**src/hdl/lltp_ram.sv**
```systemverilog
module lltp_ram #(
    parameter int WIDTH = 8,
    parameter int DEPTH = 16
) (
    input  logic                     clk,
    input  logic                     we,
    input  logic [$clog2(DEPTH)-1:0] waddr,
    input  logic [WIDTH-1:0]         wdata,
    input  logic [$clog2(DEPTH)-1:0] raddr,
    output logic [WIDTH-1:0]         rdata
);
    logic [WIDTH-1:0] mem [DEPTH];

    always_ff @(posedge clk)
    begin
        if (we)
        begin
            mem[waddr] <= wdata;
        end
        rdata <= mem[raddr];
    end
endmodule
```
**config.mk**
```make
export PLATFORM = sky130hd
export DESIGN_NAME = lltp_ram
export DESIGN_NICKNAME = d
export VERILOG_FILES = /design/src/hdl/lltp_ram.sv
export SDC_FILE = /design/constraint.sdc
export NUM_CORES = 1
export LEC_CHECK = 0
export ABC_CLOCK_PERIOD_IN_PS = 2200
export BUFFER_PORTS_ARGS = -buffer_cell sky130_fd_sc_hd__clkbuf_2
export CORE_ASPECT_RATIO = 1.75
export CORE_MARGIN = 2
export CORE_UTILIZATION = 39
export CTS_CLUSTER_DIAMETER = 80
export CTS_CLUSTER_SIZE = 14
export DETAILED_ROUTE_END_ITERATION = 7
export GPL_ROUTABILITY_DRIVEN = 0
export GPL_TIMING_DRIVEN = 0
export PLACE_DENSITY_LB_ADDON = 0.1
export SYNTH_ARGS = -nofsm -noshare
export SYNTH_HDL_FRONTEND = slang
export SYNTH_SLANG_ARGS = --single-unit
```
**constraint.sdc**
```tcl
create_clock -name clk -period 2.2 [get_ports clk]
set_input_delay 0.55 -clock clk [delete_from_list [all_inputs] [get_ports clk]]
set_output_delay 0.55 -clock clk [all_outputs]
set_load 0.05 [all_outputs]
```
==> results of run 1 <==
routing by layer:
metal / global-route usage, % / routed length [microns] / up-vias
met5: 0 / 0 / -
met1: 19.2 / 4280 / 1236
li1: - / - / 1056
met3: 4.01 / 340 / 15
met4: 7.94 / 273 / 0
met2: 27.5 / 5670 / 57
cell usage after synthesis, types with 3 or more instances:
cell type          n  area (sq um)
clkdlybuf4s25_2    3          30.0
dfxtp_1            8           160
buf_6              3          33.8
nor2_1            13          48.8
a22oi_1           16           120
mux4_2            18           405
nor3_1             4          20.0
edfxtp_1         128          3840
mux4_1            14           368
nand2_1            9          33.8
buf_2              3          15.0
worst reg2reg max path: stages (launching register included):
cell and delay [ns]:
edfxtp_1 0.35, mux4_1 0.59, a22oi_1 0.32, nand2_1 0.09
power by group:
| group | leakage [uW] | internal, uW | switching, uW | total [uW] |
|---|---|---|---|---|
| logic | 0.000527 | 115 | 223 | 338 |
| registers | 0.00122 | 2900 | 13.4 | 2910 |
| clock network | 0.000306 | 1990 | 1020 | 3010 |
| total | 0.00206 | 5010 | 1260 | 6260 |
state kept, by name, indices dropped and copies added, names as in the netlist:
name,count
mem,128
rdata,8
metrics by stage:
step / instance area, sq um / setup slack [ns] / hold WS [ns] / TNS [ns]
floorplan: 5150 / 0.157 / 0.629 / 0
global placement: 5480 / -0.470 / 0.661 / -9.26
detailed placement: 5480 / -0.457 / 0.674 / -7.59
CTS: 6120 / 0.254 / 0.601 / 0
global route: 6130 / 0.332 / 0.618 / 0
finish: 6130 / 0.396 / 0.594 / 0
final cells by class:
type | instances | share of cell area [%]
buffer | 10 | 1.41
clock inverter | 14 | 3.34
multi-input combinational | 83 | 17.5
timing repair buffer | 25 | 2.08
clock buffer | 17 | 6.93
tap | 171 | 3.49
sequential | 136 | 65.3
worst max path at each step:
stage / slack, ns / from / to
2_1_floorplan: 0.16 / waddr[2] / mem[0][0]
3_3_place_gp: -0.47 / waddr[2] / mem[0][2]
3_5_place_dp: -0.46 / waddr[2] / mem[0][2]
4_1_cts: 0.25 / waddr[2] / mem[8][0]
5_1_grt: 0.33 / waddr[2] / mem[1][6]
6_report: 0.40 / waddr[2] / mem[2][3]
repair_timing:
item,CTS,global route
resized for setup,1,0
setup buffers,0,0
setup endpoints to repair,8,0
cell families (layout without fill, tap and decap cells):
family                 after synthesis  after routing
flip-flops                         136            136
buffers and inverters               10             66
multiplexers                        32             32
AO/OA/AOI/OAI                       16             16
AND/OR/NAND/NOR                     35             35
==> results.md, run 1 <==
- Outcome: completed
- Initial antenna violation count: 0
- # IOs: 26
- Worst Tran Pin Value: 0.834 ns
- Wirelength, routed: 10.6 mm
- Total track usage: roughly 16%
- FF-to-FF setup slack: 0.74 ns
- Vias in the first global route: 2460
- Asr flop ratio synth: 0%
- WHS Endpoint: mem[6][6]
- Period utilization: between 80 and 90%
- Library cells used by synthesis: 19
- Synth Cell Area: between 5000 and 6000 sq um
- Post-Layout Cell Count: 456
- Post-Syn Area per Cell: 22.5 sq um
- CTS sink cnt: 136
- CP bufs+invs: 1
- Most common cell after layout, fill and taps aside: edfxtp_1
- Crit path arrival time: 1.84 ns
- Main flop type after synthesis: edfxtp_1
- Area grow syn2layout: 19.2%
- CP startpoint kind: primary input
- Antenna diode count: 0
- Most frequent cells in the layout: 128 x edfxtp_1, 24 x clkbuf_2, 18 x mux4_2
- Width of the die: 90.8 microns
- Post-synthesis mux area share: 15.0%
- Crit. path cell count: 3
- Final number of hold-violating endpoints: 0
- Register area: 4000 sq um
- Slowest-stage cell, CP: nor2_1
- Clock Latency Late Sink: 0.41 ns
- Vias per inst: 5.18
- Fill count: 1163
- Largest net degree at the start of global routing: 17
- Crit Path Category: primary input to flop
- Worst Clk Skew: 0.00666 ns
- Wirelength per Cell: between 20 and 25 microns
- CTS tree: done
- DP Cell Count: 424
- Min-delay worst type: primary input to flop
- Clock Root Buffer: clkbuf_16
- Die Ht: 156 microns
- Clk slew on worst S/H paths: 0.06 ns
- Power, Total: 6260 uW
- Clock buffer count from CTS: 17
- Multi-input logic area: 1070 sq um
- Vias: 2364
- Worst R2R Start: mem[1][2]
- Slowest Stage Delay on Critical Path: 0.65 ns
- Worst slew margin: 44.2%
- Required time worst endpoint: 2.23 ns
- DRT Pass-1 Iters: 6
- Starting DRT DRC Count: ~160
- Final core occ: a little under half
- PD cells: 1020 nW/um^2
- RSZ-0062 raised after global routing: false
- Crit path max fanout: 8
- Worst R2R End: rdata[2]
- Syn nets: 247
- Port-buffer cells: 24
- Ratio of cells with drive above 1 in the final layout: 29.8%
- Yosys warns: 0
- Post-Synth Simple-Gate Area: between 3 and 4%
- Maximum clock path buffer count: 2
- Post-synthesis xor/xnor area fraction: 0%
- Highest Clock Rate: 554 MHz
- Synth Area in Compound Gates: 2.33%
- CP cell instances: clkbuf_2 > or3b_2 > nor2_1
- Peak supply drop: 0.000542 V
- Die Area: between 10000 and 15000 sq um
- Post-DP HPWL: 6.94 mm
- Yosys reg bits: 136
- Core area: 12900 sq um
- Grt ovf: 0
- Max_cap viols: 0
- Post-synth EDFFs: 128
- Synth Area in Adders: 0%
- Hold path cells: 1
- Final nets: 291
- CP top delay family: simple AND/OR/NAND/NOR gates
- Largest family of logic cells by synthesized area: multiplexers
- Final antenna-violating net count: 0
- H-tree depth: 4
- CTS hold repair buffers: 0
- # DRC: 0
- Final Slew Violations: 0
- Initial Utilization: between 30% and 40%
- Seq/Total Area, Yosys: roughly 78%
- Cells after Synth: around 230
- Hold Crit Start: wdata[6]
- Final Setup Violations: 0
- Worst reg2reg path depth: 3
- First-pass GRT wire length: 15.6 mm
- Leakage Power: just over 0.002 uW
- Crit path time final: 1.80 ns
- Row count: 55
- CP Capture Type: flop
(Power assumes the default switching activity.)
==> run 2, diff against run 1 <==
--- a/config.mk
+++ b/config.mk
@@ -5,7 +5,7 @@
 export SDC_FILE = /design/constraint.sdc
 export NUM_CORES = 1
 export LEC_CHECK = 0
-export ABC_CLOCK_PERIOD_IN_PS = 2200
+export ABC_CLOCK_PERIOD_IN_PS = 1500
 export BUFFER_PORTS_ARGS = -buffer_cell sky130_fd_sc_hd__clkbuf_2
 export CORE_ASPECT_RATIO = 1.75
 export CORE_MARGIN = 2
==> constraint.sdc (replaced) <==
create_clock -name clk -period 1.5 [get_ports clk]
set_input_delay 0.375 -clock clk [delete_from_list [all_inputs] [get_ports clk]]
set_output_delay 0.375 -clock clk [all_outputs]
set_load 0.05 [all_outputs]
==> run 2 against run 1 <==
Effect of this change: count of clock-buffer cells in the layout rose by 4; via count fell by 0.34%; worst hold slack got worse by 0.17 ns; final cell count unchanged; first-iteration DRC count down 19%; final area decreased by 1.1%; register-to-register slack got worse by 0.68 ns; clock skew rose by 0.0010 ns; core utilization is 0.53 points lower; die area is the same; flip-flop and latch count stayed put; power up 35%; critical path type unchanged; largest power group is now registers.
==> results.md, run 2 (synthesis gave the netlist of run 1 again) <==
- Outcome: completed
- Slowest-stage cell, CP: nor2_1
- Crit path time final: 1.50 ns
- RSZ-0062 raised after global routing: true
- Max_cap viols: 0
- Required time worst endpoint: 1.52 ns
- DRT Pass-1 Iters: 4
- Gr busiest metal: met2
- Starting DRT DRC Count: 126
- Vias per inst: 5.17
- Period utilization: between 90 and 100%
- Final core occ: 46.9%
- Final Slew Violations: 0
- CTS sink cnt: 136
- Setup bufs post-CTS: 0
- Crit path max fanout: 8
- FF-to-FF setup slack: 0.06 ns
- Clock Latency Late Sink: 0.40 ns
- Multi-input logic area: 1110 sq um
- Total track usage: 15.8%
- CP top delay family: simple AND/OR/NAND/NOR gates
- Crit path arrival time: approximately 1.5 ns
- Crit Path Category: primary input to flop
- Max reg flops: 128
- Most frequent cells in the layout: 128 x edfxtp_1, 24 x clkbuf_2, 18 x mux4_2
- Post-DP HPWL: 6.88 mm
- Grt ovf: 0
- Final antenna-violating net count: 0
- Die Ht: around 160 microns
- Port-buffer cells: 24
- Leakage Power: between 0.002 and 0.0025 uW
- Antenna diode count: 0
- Vias: about 2400
- Die Area: 14200 sq um
- CTS tree: done
- Initial Utilization: 39.8%
- Maximum clock path buffer count: 2
- # DRC: 0
- Reg with most FFs: mem
- Highest Clock Rate: 667 MHz
- Initial antenna violation count: 0
- Final number of hold-violating endpoints: 0
- Top Registers: mem (128), rdata (8)
- Most common cell after layout, fill and taps aside: edfxtp_1
- Clock buffer count from CTS: 17
- CP bufs+invs: 1
- H-tree depth: 4
- Row count: 55
- Wirelength per Cell: 22.7 microns
- Vias in the first global route: 2433
- Fill count: around 1200
- CP startpoint kind: primary input
- Largest net degree at the start of global routing: 17
- Clk slew on worst S/H paths: 0.05 ns
- Final nets: 290
- # IOs: 26
- M2 GR Usage: about 28%
- Slowest Stage Delay on Critical Path: 0.69 ns
- Worst Clk Skew: 0.00769 ns
- PD cells: 1390 nW/um^2
- First-pass GRT wire length: between 15 and 20 mm
- Width of the die: 90.8 microns
- Core area: between 10000 and 15000 sq um
- CP Capture Type: flop
- Area grow syn2layout: 17.8%
- Register area: 4000 sq um
- Worst slew margin: 42.4%
- Final Setup Violations: 0
- Met1 Use GR: 18.7%
- Peak supply drop: 0.000821 V
- Ratio of cells with drive above 1 in the final layout: 30.9%
- Min-delay worst type: primary input to flop
- Clock Root Buffer: clkbuf_16
- CP cell instances: clkbuf_2 > nand2b_1 > nor2_1
- Grt met3 use: 4.20%
- Hold Slack: 0.423 ns
- Wirelength, routed: 10.4 mm
- Worst Tran Pin Value: approximately 0.86 ns
==> run 2: changes by cell type in the layout (fill, tap and decap cells not counted), moves of 2 or more <==
cell	before	now
a22oi_2	0	2
clkbuf_1	0	4
buf_6	3	1
nor2_1	13	7
clkinv_1	3	5
buf_8	0	2
a22oi_1	16	14
nor2_2	0	6
bufinv_16	5	1
==> run 2: worst paths after layout <==
check                                 from          to  cells after the start
worst max-delay path              waddr[1]  mem[13][0]                      3
worst min-delay path              wdata[6]   mem[6][6]                      1
worst max register to register   mem[9][4]    rdata[4]                      3
worst min register to register  mem[15][0]    rdata[0]                      3
==> run 2: metal layers <==
layer / up-vias / part of all wire, %
met5: - / 0
met4: 0 / 1.2
met3: 8 / 3.1
met2: 58 / 55
met1: 1231 / 41
li1: 1059 / -
==> run 2: repair_timing <==
item | CTS | global route
endpoints found under the setup margin | 8 | 34
hold buffers | 0 | 0
gates resized for setup | 2 | 4
endpoints found under the hold margin | 0 | 0
cloned | 0 | 0
==> run 2: layout make-up <==
class / instances / share of cell area [%]
clock buffer: 21 / 7.26
timing repair buffer: 24 / 1.98
multi-input combinational: 83 / 18.3
sequential: 136 / 66.0
tap: 171 / 3.53
clock inverter: 11 / 1.36
buffer: 10 / 1.55
==> run 2: metrics by stage <==
step | setup TNS (ns) | power [uW] | cell area [sq um] | setup WS, ns | instances
global placement | -47.43 | 4860 | 5520 | -0.671 | 424
floorplan | -0.0529 | 4660 | 5190 | -0.0115 | 229
finish | 0 | 8440 | 6070 | 0.000992 | 456
CTS | 0 | 8500 | 6050 | 0.0235 | 456
detailed placement | -46.41 | 4870 | 5520 | -0.683 | 424
global route | -0.682 | 8700 | 6070 | -0.0447 | 456
==> run 2: power by group <==
| group | total [uW] | switching (uW) | internal (uW) | leakage (uW) |
|---|---|---|---|---|
| logic | 512 | 338 | 174 | 0.000530 |
| clock network | 3650 | 1410 | 2240 | 0.000248 |
| registers | 4270 | 19.4 | 4250 | 0.00122 |
